$ cat src/gdc_pkg.sv
// Shared types, constants and calendar helpers for the Gregorian date calculator.
// No dependencies; used by gdc_ctrl, gdc_datapath and gregorian_date_calculator.
`timescale 1ns / 1ps
`default_nettype none

package gdc_pkg;

   localparam int OP_W    = 3;
   localparam int DAY_W   = 5;
   localparam int MON_W   = 4;
   localparam int YEAR_W  = 14;
   localparam int CNT_W   = 16;
   localparam int WDAY_W  = 3;
   localparam int CENT_W  = 8;
   localparam int REM_W   = 7;
   localparam int WSUM_W  = 15;

   localparam logic [OP_W-1:0] OP_CHECK = 3'd0;
   localparam logic [OP_W-1:0] OP_NEXT  = 3'd1;
   localparam logic [OP_W-1:0] OP_PREV  = 3'd2;
   localparam logic [OP_W-1:0] OP_ADD   = 3'd3;
   localparam logic [OP_W-1:0] OP_SUB   = 3'd4;
   localparam logic [OP_W-1:0] OP_WDAY  = 3'd5;

   localparam logic [YEAR_W-1:0] YEAR_MIN = 14'd1;
   localparam logic [YEAR_W-1:0] YEAR_MAX = 14'd9999;
   localparam logic [MON_W-1:0]  MON_JAN  = 4'd1;
   localparam logic [MON_W-1:0]  MON_FEB  = 4'd2;
   localparam logic [MON_W-1:0]  MON_MAR  = 4'd3;
   localparam logic [MON_W-1:0]  MON_DEC  = 4'd12;
   localparam logic [DAY_W-1:0]  DAY_FIRST = 5'd1;
   localparam logic [DAY_W-1:0]  DAY_LAST  = 5'd31;
   localparam logic [REM_W-1:0]  REM_LAST  = 7'd99;

   // floor(y / 100) == (y * RECIP_100) >> RECIP_100_SH for y < 2**14
   localparam int RECIP_100_W  = 13;
   localparam logic [RECIP_100_W-1:0] RECIP_100 = 13'd5243;
   localparam int RECIP_100_SH = 19;
   localparam int YPROD_W      = YEAR_W + RECIP_100_W;

   // floor(s / 7) == (s * RECIP_7) >> RECIP_7_SH for s < 2**15
   localparam int RECIP_7_W  = 16;
   localparam logic [RECIP_7_W-1:0] RECIP_7 = 16'd37450;
   localparam int RECIP_7_SH = 18;
   localparam int WPROD_W    = WSUM_W + RECIP_7_W;

   typedef struct packed {
      logic [OP_W-1:0]   opcode;
      logic [DAY_W-1:0]  day;
      logic [MON_W-1:0]  month;
      logic [YEAR_W-1:0] year;
      logic [CNT_W-1:0]  day_count;
   } req_type;

   typedef struct packed {
      logic [DAY_W-1:0]  out_day;
      logic [MON_W-1:0]  out_month;
      logic [YEAR_W-1:0] out_year;
      logic              date_valid;
      logic [WDAY_W-1:0] weekday;
      logic              range_error;
   } rsp_type;

   typedef struct packed {
      logic load;
      logic mul;
      logic split;
      logic eval;
      logic wmul;
      logic wfin;
      logic step;
      logic emit;
   } cmd_type;

   typedef struct packed {
      logic loop_add;
      logic loop_sub;
      logic step_done;
      logic out_free;
   } sts_type;

   function automatic logic [DAY_W-1:0] month_len(input logic [MON_W-1:0] m,
                                                  input logic leap);
      logic [DAY_W-1:0] len;
      case (m) inside
         4'd4, 4'd6, 4'd9, 4'd11: len = 5'd30;
         MON_FEB:                 len = leap ? 5'd29 : 5'd28;
         default:                 len = 5'd31;
      endcase
      return len;
   endfunction

   // Sakamoto month offsets, January first
   function automatic logic [WDAY_W-1:0] month_key(input logic [MON_W-1:0] m);
      logic [WDAY_W-1:0] key;
      case (m)
         4'd1:    key = 3'd0;
         4'd2:    key = 3'd3;
         4'd3:    key = 3'd2;
         4'd4:    key = 3'd5;
         4'd5:    key = 3'd0;
         4'd6:    key = 3'd3;
         4'd7:    key = 3'd5;
         4'd8:    key = 3'd1;
         4'd9:    key = 3'd4;
         4'd10:   key = 3'd6;
         4'd11:   key = 3'd2;
         4'd12:   key = 3'd4;
         default: key = 3'd0;
      endcase
      return key;
   endfunction

endpackage

`default_nettype wire

$ cat src/gregorian_date_calculator.sv
// Gregorian date calculator: check, next/previous day, add/subtract days, weekday.
// Every operation passes capture, year split, evaluation and the weekday steps;
//   add/subtract then run the one-month-per-cycle stepper until the day fits or the
//   date range ends. A new transaction is taken the cycle after the result moves into
//   the output register; a stalled output register delays that further.
// Reset: synchronous, active high; clears the sequencer and the output valid.
// Depends on gdc_pkg, gdc_ctrl and gdc_datapath.
`timescale 1ns / 1ps
`default_nettype none

module gregorian_date_calculator #(
   parameter int COUNT_BITS = 16
) (
   input  wire              clock,
   input  wire              reset,
   input  wire              req_valid,
   output logic             req_stall,
   input  gdc_pkg::req_type req_data,
   output logic             rsp_valid,
   input  wire              rsp_stall,
   output gdc_pkg::rsp_type rsp_data
);

   gdc_pkg::cmd_type cmd;
   gdc_pkg::sts_type sts;
   gdc_pkg::rsp_type result;

   logic             loop_add;
   logic             loop_sub;
   logic             step_done;

   logic             rsp_valid_ff, rsp_valid_in;
   gdc_pkg::rsp_type rsp_data_ff, rsp_data_in;

   // The sequencer steps the datapath through: capture, year split by reciprocal
   // multiply, validity and single-day ops, weekday mod 7, add/subtract month loop.
   gdc_ctrl u_ctrl (
      .clock     (clock),
      .reset     (reset),
      .req_valid (req_valid),
      .req_stall (req_stall),
      .sts       (sts),
      .cmd       (cmd)
   );

   gdc_datapath #(
      .COUNT_BITS (COUNT_BITS)
   ) u_datapath (
      .clock     (clock),
      .req_data  (req_data),
      .cmd       (cmd),
      .loop_add  (loop_add),
      .loop_sub  (loop_sub),
      .step_done (step_done),
      .result    (result)
   );

   // The output register is free when empty or being taken this cycle.
   always_comb begin
      sts.loop_add  = loop_add;
      sts.loop_sub  = loop_sub;
      sts.step_done = step_done;
      sts.out_free  = !rsp_valid_ff || !rsp_stall;
   end

   always_comb begin
      rsp_valid_in = rsp_valid_ff;
      rsp_data_in  = rsp_data_ff;
      if (cmd.emit) begin
         // load a fresh transaction; the sequencer only emits when the slot is free
         rsp_valid_in = 1'b1;
         rsp_data_in  = result;
      end else if (!rsp_stall) begin
         // drop the transaction once the consumer has taken it
         rsp_valid_in = 1'b0;
      end
   end

   always_ff @(posedge clock) begin
      if (reset) begin
         rsp_valid_ff <= 1'b0;
      end else begin
         rsp_valid_ff <= rsp_valid_in;
      end
      rsp_data_ff <= rsp_data_in;
   end

   assign rsp_valid = rsp_valid_ff;
   assign rsp_data  = rsp_data_ff;

endmodule

`default_nettype wire

$ cat src/gdc_ctrl.sv
// Sequencer for the date calculator: walks one transaction through its steps.
// Depends on gdc_pkg (cmd_type, sts_type).
`timescale 1ns / 1ps
`default_nettype none

module gdc_ctrl (
   input  wire              clock,
   input  wire              reset,
   input  wire              req_valid,
   output logic             req_stall,
   input  gdc_pkg::sts_type sts,
   output gdc_pkg::cmd_type cmd
);

   localparam logic [2:0] S_IDLE  = 3'd0;
   localparam logic [2:0] S_MUL   = 3'd1;
   localparam logic [2:0] S_SPLIT = 3'd2;
   localparam logic [2:0] S_EVAL  = 3'd3;
   localparam logic [2:0] S_WMUL  = 3'd4;
   localparam logic [2:0] S_WFIN  = 3'd5;
   localparam logic [2:0] S_LOOP  = 3'd6;
   localparam logic [2:0] S_OUT   = 3'd7;

   logic [2:0] state_ff;
   logic [2:0] state_in;

   assign req_stall = (state_ff != S_IDLE);

   always_comb begin
      state_in = state_ff;
      cmd      = '0;
      case (state_ff)
         S_IDLE: begin
            if (req_valid) begin
               cmd.load = 1'b1;
               state_in = S_MUL;
            end
         end
         S_MUL: begin
            cmd.mul  = 1'b1;
            state_in = S_SPLIT;
         end
         S_SPLIT: begin
            cmd.split = 1'b1;
            state_in  = S_EVAL;
         end
         S_EVAL: begin
            cmd.eval = 1'b1;
            state_in = S_WMUL;
         end
         S_WMUL: begin
            cmd.wmul = 1'b1;
            state_in = S_WFIN;
         end
         S_WFIN: begin
            cmd.wfin = 1'b1;
            state_in = (sts.loop_add || sts.loop_sub) ? S_LOOP : S_OUT;
         end
         S_LOOP: begin
            cmd.step = 1'b1;
            if (sts.step_done) begin
               state_in = S_OUT;
            end
         end
         S_OUT: begin
            // hold until the output register can take the result
            if (sts.out_free) begin
               cmd.emit = 1'b1;
               state_in = S_IDLE;
            end
         end
         default: begin
            state_in = S_IDLE;
         end
      endcase
   end

   always_ff @(posedge clock) begin
      if (reset) begin
         state_ff <= S_IDLE;
      end else begin
         state_ff <= state_in;
      end
   end

endmodule

`default_nettype wire

$ cat src/gdc_datapath.sv
// Datapath of the date calculator: date registers, leap and weekday logic, month stepper.
// Depends on gdc_pkg (types, constants, month_len, month_key).
`timescale 1ns / 1ps
`default_nettype none

module gdc_datapath #(
   parameter int COUNT_BITS = 16
) (
   input  wire              clock,
   input  gdc_pkg::req_type req_data,
   input  gdc_pkg::cmd_type cmd,
   output logic             loop_add,
   output logic             loop_sub,
   output logic             step_done,
   output gdc_pkg::rsp_type result
);

   localparam int ACC_W = COUNT_BITS + 2;

   logic [gdc_pkg::OP_W-1:0]    op_ff, op_in;
   logic [gdc_pkg::DAY_W-1:0]   day_ff, day_in;
   logic [gdc_pkg::MON_W-1:0]   mon_ff, mon_in;
   logic [gdc_pkg::YEAR_W-1:0]  year_ff, year_in;
   logic [COUNT_BITS-1:0]       cnt_ff, cnt_in;
   logic [gdc_pkg::YPROD_W-1:0] yprod_ff, yprod_in;
   logic [gdc_pkg::CENT_W-1:0]  cent_ff, cent_in;
   logic [gdc_pkg::REM_W-1:0]   rem_ff, rem_in;
   logic                        valid_ff, valid_in;
   logic [gdc_pkg::WSUM_W-1:0]  wsum_ff, wsum_in;
   logic [gdc_pkg::WPROD_W-1:0] wprod_ff, wprod_in;
   logic [gdc_pkg::WDAY_W-1:0]  wd_ff, wd_in;
   logic                        err_ff, err_in;
   logic                        add_ff, add_in;
   logic                        sub_ff, sub_in;
   logic signed [ACC_W-1:0]     acc_ff, acc_in;

   logic [31:0]                 cnt_wide;
   logic [gdc_pkg::CENT_W-1:0]  quot;
   logic [gdc_pkg::YEAR_W-1:0]  quot100;
   logic                        leap;
   logic [gdc_pkg::DAY_W-1:0]   cur_len;
   logic [gdc_pkg::DAY_W-1:0]   prev_len;
   logic signed [ACC_W-1:0]     len_s;
   logic signed [ACC_W-1:0]     prev_len_s;
   logic                        date_ok;
   logic                        early;
   logic [gdc_pkg::YEAR_W-1:0]  ya;
   logic [gdc_pkg::CENT_W-1:0]  qa;
   logic [12:0]                 wquot;
   logic [15:0]                 wquot7;
   logic [15:0]                 wrem;
   logic                        add_fits;
   logic                        sub_fits;
   logic                        at_top;
   logic                        at_bottom;

   assign cnt_wide = 32'(req_data.day_count);

   // year split into century and remainder; century mod 4 lives in cent_ff[1:0]
   assign quot    = yprod_ff[gdc_pkg::YPROD_W-1:gdc_pkg::RECIP_100_SH];
   assign quot100 = gdc_pkg::YEAR_W'({quot, 6'b0}) + gdc_pkg::YEAR_W'({quot, 5'b0})
                  + gdc_pkg::YEAR_W'({quot, 2'b0});

   assign leap     = (year_ff[1:0] == 2'd0) && ((rem_ff != '0) || (cent_ff[1:0] == 2'd0));
   assign cur_len  = gdc_pkg::month_len(mon_ff, leap);
   assign prev_len = gdc_pkg::month_len(mon_ff - 4'd1, leap);
   assign len_s      = $signed(ACC_W'(cur_len));
   assign prev_len_s = $signed(ACC_W'(prev_len));

   assign date_ok = (mon_ff >= gdc_pkg::MON_JAN) && (mon_ff <= gdc_pkg::MON_DEC)
                 && (year_ff >= gdc_pkg::YEAR_MIN) && (year_ff <= gdc_pkg::YEAR_MAX)
                 && (day_ff != '0) && (day_ff <= cur_len);

   // January and February count toward the previous year
   assign early = (mon_ff < gdc_pkg::MON_MAR);
   assign ya    = early ? year_ff - 14'd1 : year_ff;
   assign qa    = (early && (rem_ff == '0)) ? cent_ff - 8'd1 : cent_ff;

   assign wquot  = wprod_ff[gdc_pkg::WPROD_W-1:gdc_pkg::RECIP_7_SH];
   assign wquot7 = 16'({wquot, 3'b0}) - 16'(wquot);
   assign wrem   = 16'(wsum_ff) - wquot7;

   assign add_fits  = (acc_ff <= len_s);
   assign sub_fits  = (acc_ff > $signed(ACC_W'(0)));
   assign at_top    = (mon_ff == gdc_pkg::MON_DEC) && (year_ff == gdc_pkg::YEAR_MAX);
   assign at_bottom = (mon_ff == gdc_pkg::MON_JAN) && (year_ff == gdc_pkg::YEAR_MIN);

   assign loop_add  = add_ff;
   assign loop_sub  = sub_ff;
   assign step_done = add_ff ? (add_fits || at_top) : (sub_fits || at_bottom);

   always_comb begin
      op_in    = op_ff;
      day_in   = day_ff;
      mon_in   = mon_ff;
      year_in  = year_ff;
      cnt_in   = cnt_ff;
      yprod_in = yprod_ff;
      cent_in  = cent_ff;
      rem_in   = rem_ff;
      valid_in = valid_ff;
      wsum_in  = wsum_ff;
      wprod_in = wprod_ff;
      wd_in    = wd_ff;
      err_in   = err_ff;
      add_in   = add_ff;
      sub_in   = sub_ff;
      acc_in   = acc_ff;

      if (cmd.load) begin
         op_in   = req_data.opcode;
         day_in  = req_data.day;
         mon_in  = req_data.month;
         year_in = req_data.year;
         cnt_in  = cnt_wide[COUNT_BITS-1:0];
      end

      if (cmd.mul) begin
         yprod_in = gdc_pkg::YPROD_W'(year_ff) * gdc_pkg::YPROD_W'(gdc_pkg::RECIP_100);
      end

      if (cmd.split) begin
         cent_in = quot;
         rem_in  = gdc_pkg::REM_W'(year_ff - quot100);
      end

      if (cmd.eval) begin
         valid_in = date_ok;
         err_in   = 1'b0;
         add_in   = 1'b0;
         sub_in   = 1'b0;
         wsum_in  = gdc_pkg::WSUM_W'(ya) + gdc_pkg::WSUM_W'(ya >> 2)
                  - gdc_pkg::WSUM_W'(qa) + gdc_pkg::WSUM_W'(qa >> 2)
                  + gdc_pkg::WSUM_W'(gdc_pkg::month_key(mon_ff))
                  + gdc_pkg::WSUM_W'(day_ff);
         if (date_ok) begin
            case (op_ff)
               gdc_pkg::OP_NEXT: begin
                  if (day_ff < cur_len) begin
                     day_in = day_ff + 5'd1;
                  end else if (mon_ff < gdc_pkg::MON_DEC) begin
                     day_in = gdc_pkg::DAY_FIRST;
                     mon_in = mon_ff + 4'd1;
                  end else if (year_ff < gdc_pkg::YEAR_MAX) begin
                     day_in  = gdc_pkg::DAY_FIRST;
                     mon_in  = gdc_pkg::MON_JAN;
                     year_in = year_ff + 14'd1;
                  end else begin
                     day_in = gdc_pkg::DAY_LAST;
                     err_in = 1'b1;
                  end
               end
               gdc_pkg::OP_PREV: begin
                  if (day_ff != gdc_pkg::DAY_FIRST) begin
                     day_in = day_ff - 5'd1;
                  end else if (mon_ff != gdc_pkg::MON_JAN) begin
                     mon_in = mon_ff - 4'd1;
                     day_in = prev_len;
                  end else if (year_ff > gdc_pkg::YEAR_MIN) begin
                     mon_in  = gdc_pkg::MON_DEC;
                     day_in  = gdc_pkg::DAY_LAST;
                     year_in = year_ff - 14'd1;
                  end else begin
                     err_in = 1'b1;
                  end
               end
               gdc_pkg::OP_ADD: begin
                  acc_in = $signed(ACC_W'(day_ff)) + $signed(ACC_W'(cnt_ff));
                  add_in = 1'b1;
               end
               gdc_pkg::OP_SUB: begin
                  acc_in = $signed(ACC_W'(day_ff)) - $signed(ACC_W'(cnt_ff));
                  sub_in = 1'b1;
               end
               default: begin
               end
            endcase
         end
      end

      if (cmd.wmul) begin
         wprod_in = gdc_pkg::WPROD_W'(wsum_ff) * gdc_pkg::WPROD_W'(gdc_pkg::RECIP_7);
      end

      if (cmd.wfin) begin
         wd_in = valid_ff ? wrem[gdc_pkg::WDAY_W-1:0] : '0;
      end

      if (cmd.step) begin
         if (add_ff) begin
            if (add_fits) begin
               day_in = acc_ff[gdc_pkg::DAY_W-1:0];
            end else if (at_top) begin
               // saturate at the last supported day
               day_in = gdc_pkg::DAY_LAST;
               err_in = 1'b1;
            end else begin
               acc_in = acc_ff - len_s;
               if (mon_ff == gdc_pkg::MON_DEC) begin
                  mon_in  = gdc_pkg::MON_JAN;
                  year_in = year_ff + 14'd1;
                  if (rem_ff == gdc_pkg::REM_LAST) begin
                     rem_in  = '0;
                     cent_in = cent_ff + 8'd1;
                  end else begin
                     rem_in = rem_ff + 7'd1;
                  end
               end else begin
                  mon_in = mon_ff + 4'd1;
               end
            end
         end else begin
            if (sub_fits) begin
               day_in = acc_ff[gdc_pkg::DAY_W-1:0];
            end else if (at_bottom) begin
               // saturate at the first supported day
               day_in = gdc_pkg::DAY_FIRST;
               err_in = 1'b1;
            end else if (mon_ff == gdc_pkg::MON_JAN) begin
               // December is 31 days whatever the year
               mon_in  = gdc_pkg::MON_DEC;
               year_in = year_ff - 14'd1;
               acc_in  = acc_ff + $signed(ACC_W'(gdc_pkg::DAY_LAST));
               if (rem_ff == '0) begin
                  rem_in  = gdc_pkg::REM_LAST;
                  cent_in = cent_ff - 8'd1;
               end else begin
                  rem_in = rem_ff - 7'd1;
               end
            end else begin
               mon_in = mon_ff - 4'd1;
               acc_in = acc_ff + prev_len_s;
            end
         end
      end
   end

   always_ff @(posedge clock) begin
      op_ff    <= op_in;
      day_ff   <= day_in;
      mon_ff   <= mon_in;
      year_ff  <= year_in;
      cnt_ff   <= cnt_in;
      yprod_ff <= yprod_in;
      cent_ff  <= cent_in;
      rem_ff   <= rem_in;
      valid_ff <= valid_in;
      wsum_ff  <= wsum_in;
      wprod_ff <= wprod_in;
      wd_ff    <= wd_in;
      err_ff   <= err_in;
      add_ff   <= add_in;
      sub_ff   <= sub_in;
      acc_ff   <= acc_in;
   end

   always_comb begin
      result.out_day     = day_ff;
      result.out_month   = mon_ff;
      result.out_year    = year_ff;
      result.date_valid  = valid_ff;
      result.weekday     = wd_ff;
      result.range_error = err_ff;
   end

endmodule

`default_nettype wire

$ cat config.mk
export PLATFORM = sky130hd
export DESIGN_NAME = gregorian_date_calculator
export DESIGN_NICKNAME = d
export VERILOG_FILES = /design/src/gdc_pkg.sv /design/src/gregorian_date_calculator.sv /design/src/gdc_ctrl.sv /design/src/gdc_datapath.sv
export SDC_FILE = /design/constraint.sdc
export NUM_CORES = 1
export LEC_CHECK = 0
export BUFFER_PORTS_ARGS = -buffer_cell sky130_fd_sc_hd__buf_2
export CORE_UTILIZATION = 65
export DETAILED_ROUTE_END_ITERATION = 6
export PLACE_DENSITY = 0.84
export REMOVE_ABC_BUFFERS = 1
export SLEW_MARGIN = 10
export SYNTH_ARGS = -nofsm -noshare
export SYNTH_HDL_FRONTEND = slang
export SYNTH_SLANG_ARGS = --single-unit
$ cat constraint.sdc
create_clock -name clock -period 6.9 [get_ports clock]
set_clock_uncertainty 0.15 [all_clocks]
set_input_delay 1.38 -clock clock [delete_from_list [all_inputs] [get_ports clock]]
set_output_delay 1.38 -clock clock [all_outputs]
set_load 0.01 [all_outputs]
# Word-level counts from Yosys, hierarchy flattened
# Memories as Yosys holds them, arrays and structs flattened. A register that Yosys moved wholly into a read port is not among the register bits.
# Index checks and enable logic that the tools add are counted.
word_totals:
  memories: 1
  latch_bits: 0
  word_cells: 249
  ram_bits: 0
  in_bits: 46
  mem_bits_ro: 48
  regBits: 176
  output_inout_bits: 30
classes:
  mux: 127
  addsub: 25
  n_mul: 2
  n_reduce_logical: 26
  div: 0
  order_cmp: 12
  n_shift: 0
  bitwise_logic: 0
  eq_ne: 32
mem_list:
  columns: ["memory", "words", "word_bits", "read_ports", "rd_clocked_by_memory_dff", "write_ports", "line_no", "rtl"]
  rows:
  - ["(no name shown)", 16, 3, 1, 1, 0, "gdc_pkg.sv:96", "case (m)"]
op_table:
  columns: ["cell", "count"]
  rows:
  - ["$mux 14", 18]
  - ["$mux 18", 9]
  - ["$mux 8", 12]
  - ["$mux 5", 19]
  - ["$mux 7", 11]
  - ["$mux 4", 17]
  - ["$pmux 18 s2", 1]
  - ["$mux 1", 31]
  - ["$pmux 14 s2", 1]
  - ["$mul 14x13->27 const B", 1]
  - ["$pmux 3 s8", 1]
  - ["$eq 4x4->1 const B", 5]
  - ["$mul 15x15->20 const B", 1]
  - ["$add 18x6->18", 1]
  - ["$add 18x6->18 const B", 1]
  - ["$gt 18x1->1 const B", 1]
  - ["$le 18x6->1", 1]
  - ["$sub 18x6->18", 1]
  - ["$add 5x16->17", 1]
  - ["$sub 5x16->17", 1]
  - ["$eq 4x3->1 const B", 4]
  - ["$add 14x12->15", 1]
  - ["$add 15x3->15", 1]
  - ["$add 15x5->15", 1]
  - ["other kinds (53)", 83]

# Longest topological paths before layout
logic_depth:
  depth_word: 16
  depth_mapped: 25
  depth_no_buf: 24

# Hierarchy
# From an unflattened synthesis, not the netlist that was laid out.
unflattened:
  hier_cells: 2105
  area_unflattened_um2: 18619.1
by_module_without_submodules:
  columns: ["mod", "seq_area_each_um2", "cells_per_inst", "instances", "area_each_um2"]
  rows:
  - ["gdc_datapath", 2732.6, 2036, 1, 17426.7]
  - ["gregorian_date_calculator", 860.8, 32, 1, 873.3]
  - ["gdc_ctrl", 60.1, 37, 1, 319.1]

# Worst setup path before layout
# OpenSTA, ideal clock, no wires.
synth_timing:
  path_type: "reg2reg"
  start: "register u_datapath.mon_ff[0] (netlist bit)"
  end: "register u_datapath.wsum_ff[12] (netlist bit) (data pin)"
  synth_period_minus_slack_ps: 5865
  slack_ps: 1035
  n_path_buf: 1
  arrival_time_ps: 5457
  setup_time_ps: 258
  t_required_ps: 6492
  stages_incl_launch_ff: 22
  path_cell_list: "dfxtp_1 -> ha_1 -> clkbuf_1 -> nor3_1 -> nand2_1 -> nor2_1 -> xor2_1 -> fa_1 -> fa_1 -> inv_1 -> fa_1 -> inv_1 -> ha_1 -> fa_1 -> a21o_1 -> a21oi_1 -> nor2b_1 -> o21a_1 -> o22a_1 -> a31oi_1 -> nor2b_1 -> xnor2_1"
synth_via:
  elab_chain_len: 7
  word_cells_on_any_way: 9
  classes_between: "add/sub (5); order compare (1); mux (2); reduce/logical (1)"
synth_rtl:
  columns: ["item", "line_no", "rtl"]
  rows:
  - ["from (decl)", "gdc_datapath.sv:22", "logic [gdc_pkg::MON_W-1:0] mon_ff, mon_in;"]
  - ["from (signal assigned)", "gdc_datapath.sv:241", "mon_ff <= mon_in;"]
  - ["$lt 4x2->1 *", "gdc_datapath.sv:75", "assign early = (mon_ff < gdc_pkg::MON_MAR);"]
  - ["$mux 14 or $logic_and 1x1->1 (tied branches)", "gdc_datapath.sv:76, gdc_datapath.sv:77", null]
  - ["$add 14x12->15 or $mux 8 (tied branches)", "gdc_datapath.sv:132, gdc_datapath.sv:77", null]
  - ["$sub 15x8->15", "gdc_datapath.sv:133", "- gdc_pkg::WSUM_W'(qa) + gdc_pkg::WSUM_W'(qa >> 2)"]
  - ["$add 15x6->15 *", "gdc_datapath.sv:133", null]
  - ["$add 15x3->15 *", "gdc_datapath.sv:134", "+ gdc_pkg::WSUM_W'(gdc_pkg::month_key(mon_ff))"]
  - ["$add 15x5->15 *", "gdc_datapath.sv:135", "+ gdc_pkg::WSUM_W'(day_ff);"]
  - ["to (signal assigned)", "gdc_datapath.sv:248", "wsum_ff <= wsum_in;"]
  - ["to (decl)", "gdc_datapath.sv:29", "logic [gdc_pkg::WSUM_W-1:0] wsum_ff, wsum_in;"]
# Mark *: on every way between the ends. The rest lies on a longest branch, timed or not.
# A chain may end at the register's enable or synchronous reset.

# Final worst setup path
layout_timing:
  start: "register u_datapath.year_ff[2] (netlist bit)"
  end: "register u_datapath.wsum_ff[12] (netlist bit) (data pin)"
layout_via:
  elab_chain_len: 7
layout_rtl:
  columns: ["item", "line_no", "rtl"]
  rows:
  - ["from (decl)", "gdc_datapath.sv:23", "logic [gdc_pkg::YEAR_W-1:0] year_ff, year_in;"]
  - ["from (signal assigned)", "gdc_datapath.sv:242", "year_ff <= year_in;"]
  - ["$sub 14x1->14", "gdc_datapath.sv:76", "assign ya = early ? year_ff - 14'd1 : year_ff;"]
  - ["$mux 14 *", "gdc_datapath.sv:76", null]
  - ["$add 14x12->15 *", "gdc_datapath.sv:132", "wsum_in = gdc_pkg::WSUM_W'(ya) + gdc_pkg::WSUM_W'(ya >> 2)"]
  - ["$sub 15x8->15 *", "gdc_datapath.sv:133", null]
  - ["$add 15x6->15 *", "gdc_datapath.sv:133", null]
  - ["$add 15x3->15 *", "gdc_datapath.sv:134", null]
  - ["$add 15x5->15 *", "gdc_datapath.sv:135", null]
# Marks and branches as above.

==> impl_metrics.csv <==
group,metric,value,unit
floorplanning,ios,76,
timing,setup_viol_count_final,0,
cts,cts.sinks,143,
logic_synthesis,synthCells,2113,
layout,drive_gt1_share,8.20,%
cts,cts_buffers,17,
layout,fillCellCount,2128,
timing,slew_violations,0,
logic_synthesis,synth_flop_cell,"edfxtp_1",
flow_run,cap_viol_max_count,0,
logic_synthesis,postSynthAreaPerCell,8.62,µm²
global_routing,grt_pass1_wl,88.3,mm
cts,cts_root_buf,"clkbuf_16",
timing,rsz0062_at_grt,"no",
detailed_routing,first_pass_iters,7,
detailed_routing,wl_per_cell,22.1,µm
layout,nNetsFinal,2591,
placement,place.gp.congestion,1.05,
logic_synthesis,synth_seq_cells,143,
floorplanning,die_w,169,µm
logic_synthesis,synth.most_common_cell,"inv_1",
cts,htree_num_levels,4,
cts,clk_pin_slew,0.06,ns
logic_synthesis,synthTopCellsByCount,"inv_1 (294), ha_1 (281), nor2_1 (150)",
global_routing,grt_overflow,0,
floorplanning,core,0.0273,mm²
detailed_routing,vias_per_cell,6.64,
cts,clk_latency,0.45,ns
setup_path,crit_arrival,6.51,ns
layout,areaGrowthSynthToFinish,7.34,%
min_path,hp-class,"flop to flop",
timing,slew_headroom,13.1,%
logic_synthesis,synth_top_cell_by_area,"ha_1",
placement,dpl.hpwl,42.0,mm
timing,worst_pin_slew,1.29,ns
timing,fin_crit,6.46,ns
timing,fin_crit_sh,93.6,%
logic_synthesis,syn_area,0.0182,mm²
floorplanning,dieHeight,169,µm
cts,cts_hold_buf,0,
logic_synthesis,yosysSeqAreaShare,20.1,%
logic_synthesis,ys_warn_count,0,
detailed_routing,antenna_left,0,
setup_path,critical_path_class,"flop to flop",
setup_path,cp_max_fo,12,
logic_synthesis,synth.top_cells.by_area,"ha_1 (19%), fa_1 (13%), edfxtp_1 (13%)",
detailed_routing,vias,16820,
timing,tns,0,ns
cts,cts_tree,"built",
floorplanning,dieArea,0.0287,mm²
floorplanning,start_util,66.8,%
global_routing,grt_max_degree,57,
detailed_routing,wl,55.9,mm
timing,final_hold_viol_count,0,
global_routing,grt_pass1_vias,16466,
outcome,violations,"DRC",
logic_synthesis,synth_top_cell_area_share,19.3,%
logic_synthesis,async_flop_share,0,%
global_routing,grt_usage,39.7,%
logic_synthesis,yosysUniqueCellTypes,91,
cts,clock_path_buffers,2,
outcome,outcome,"finished, violations left",
logic_synthesis,synth_edf_count,79,
detailed_routing,drt-initial-drc-count,2362,
placement,io_buffers,75,
timing,fmaxAchievable,155,MHz
setup_path,endpoint_kind,"flop",
global_routing,grt_antenna_before_repair,1,
detailed_routing,drc_errors,3,
setup_path,worstPathRequired,6.95,ns
setup_path,cp-start-kind,"flop",
floorplanning,rows,60,
## routing by layer
metal | routed length (µm) | global-route usage (%) | up-vias
met4 | 3690 | 23.2 | 0
met3 | 5890 | 8.44 | 302
met1 | 21300 | 49.9 | 7888
li1 | - | - | 7526
met2 | 25100 | 63.2 | 1104
met5 | 0 | 0 | -
## path summary, 6_finish.rpt
| kind | from | slack (ns) | end | depth (start not counted) |
|---|---|---|---|---|
| worst max register to register | u_datapath.year_ff[2] | 0.44 | u_datapath.wsum_ff[12] | 20 |
| worst min-delay path | u_datapath.wd_ff[0] | 0.27 | rsp_data[1] | 0 |
| worst min register to register | u_datapath.wd_ff[0] | 0.27 | rsp_data[1] | 0 |
| worst max-delay path | u_datapath.year_ff[2] | 0.44 | u_datapath.wsum_ff[12] | 20 |
## per-stage QoR
step	cell area, µm²	util [%]	hold slack, ns	cells	worst slack, ns
after global routing	19500	71.7	0.274	2530	0.245
after global placement	18900	69.5	0.255	2498	0.807
after floorplan	17800	-	0.250	2011	1.02
after detailed placement	18900	69.5	0.258	2498	0.682
final	19500	71.7	0.271	2532	0.440
after CTS	19500	71.7	0.273	2530	0.671
## placed cells by master, fill, tap and decap left out, drive strengths merged, types with 16 or more instances in the layout
cell type    n
a211oi      21
xnor2       68
clkbuf      22
and2        16
o221ai      19
nand3       54
nand2      133
nor2       150
o22ai       40
o21ai       94
ha         281
nor3        57
a221oi      19
nor2b       18
a31oi       30
edfxtp      79
dfxtp       64
xor2        28
a21oi      149
buf        115
fa         119
inv        305
o21a        18
## sequential cells by signal, summed over array words and instances, names as in the netlist, 3 cells and up, named ones only
register and flops:
u_datapath.mon_ff 4, u_datapath.wsum_ff 15, rsp_data 28, u_datapath.cnt_ff 16
u_datapath.op_ff 3, u_datapath.year_ff 14, u_ctrl.state_ff 3, u_datapath.day_ff 5
u_datapath.wd_ff 3, u_datapath.wprod_ff 3, u_datapath.yprod_ff 8, u_datapath.rem_ff 7
u_datapath.cent_ff 8, u_datapath.acc_ff 18
## area by class of cell
cell class / instances / area [µm²] / share of cell area (%)
inverter: 295 / 1110 / 5.67
clock buffer: 22 / 508 / 2.60
multi-input combinational: 1573 / 13000 / 66.8
antenna: 2 / 5.00 / 0.0256
clock inverter: 10 / 82.6 / 0.423
sequential: 143 / 3650 / 18.7
tap: 372 / 465 / 2.38
timing repair buffer: 115 / 676 / 3.46
## timing repair
action | 4_1_cts | 5_1_grt
resized for setup | 0 | 1
setup buffers | 0 | 0
endpoints found under the hold margin | 0 | 0
setup endpoints to repair | 0 | 2
## critical path, stage by stage, from the launching register on
cell	delay (ns)
dfxtp_1	0.63
inv_1	0.42
ha_1	0.34
a21boi_1	0.60
o21ai_0	0.38
nor2_1	0.21
xnor2_1	0.21
ha_1	0.31
fa_1	0.48
inv_1	0.05
fa_1	0.53
inv_1	0.07
fa_1	0.45
a21o_1	0.19
a21oi_1	0.23
nor2b_1	0.09
o21a_1	0.20
o22a_1	0.20
a31oi_1	0.22
nor2b_1	0.18
xnor2_1	0.07
## kinds of logic after synthesis
kind of cell             Yosys count  synth area share [%]
AO/OA/AOI/OAI                    543                  20.0
XOR/XNOR                          96                  4.62
adder cells (fa/ha/maj)          400                  32.4
buffers and inverters            397                  8.38
flip-flops                       143                  20.1
multiplexers                      16                 0.893
AND/OR/NAND/NOR                  518                  13.7
Power is left out: the tool's default activity adds up to more than one toggle a clock period on the data nets, which glitch-free logic cannot reach.
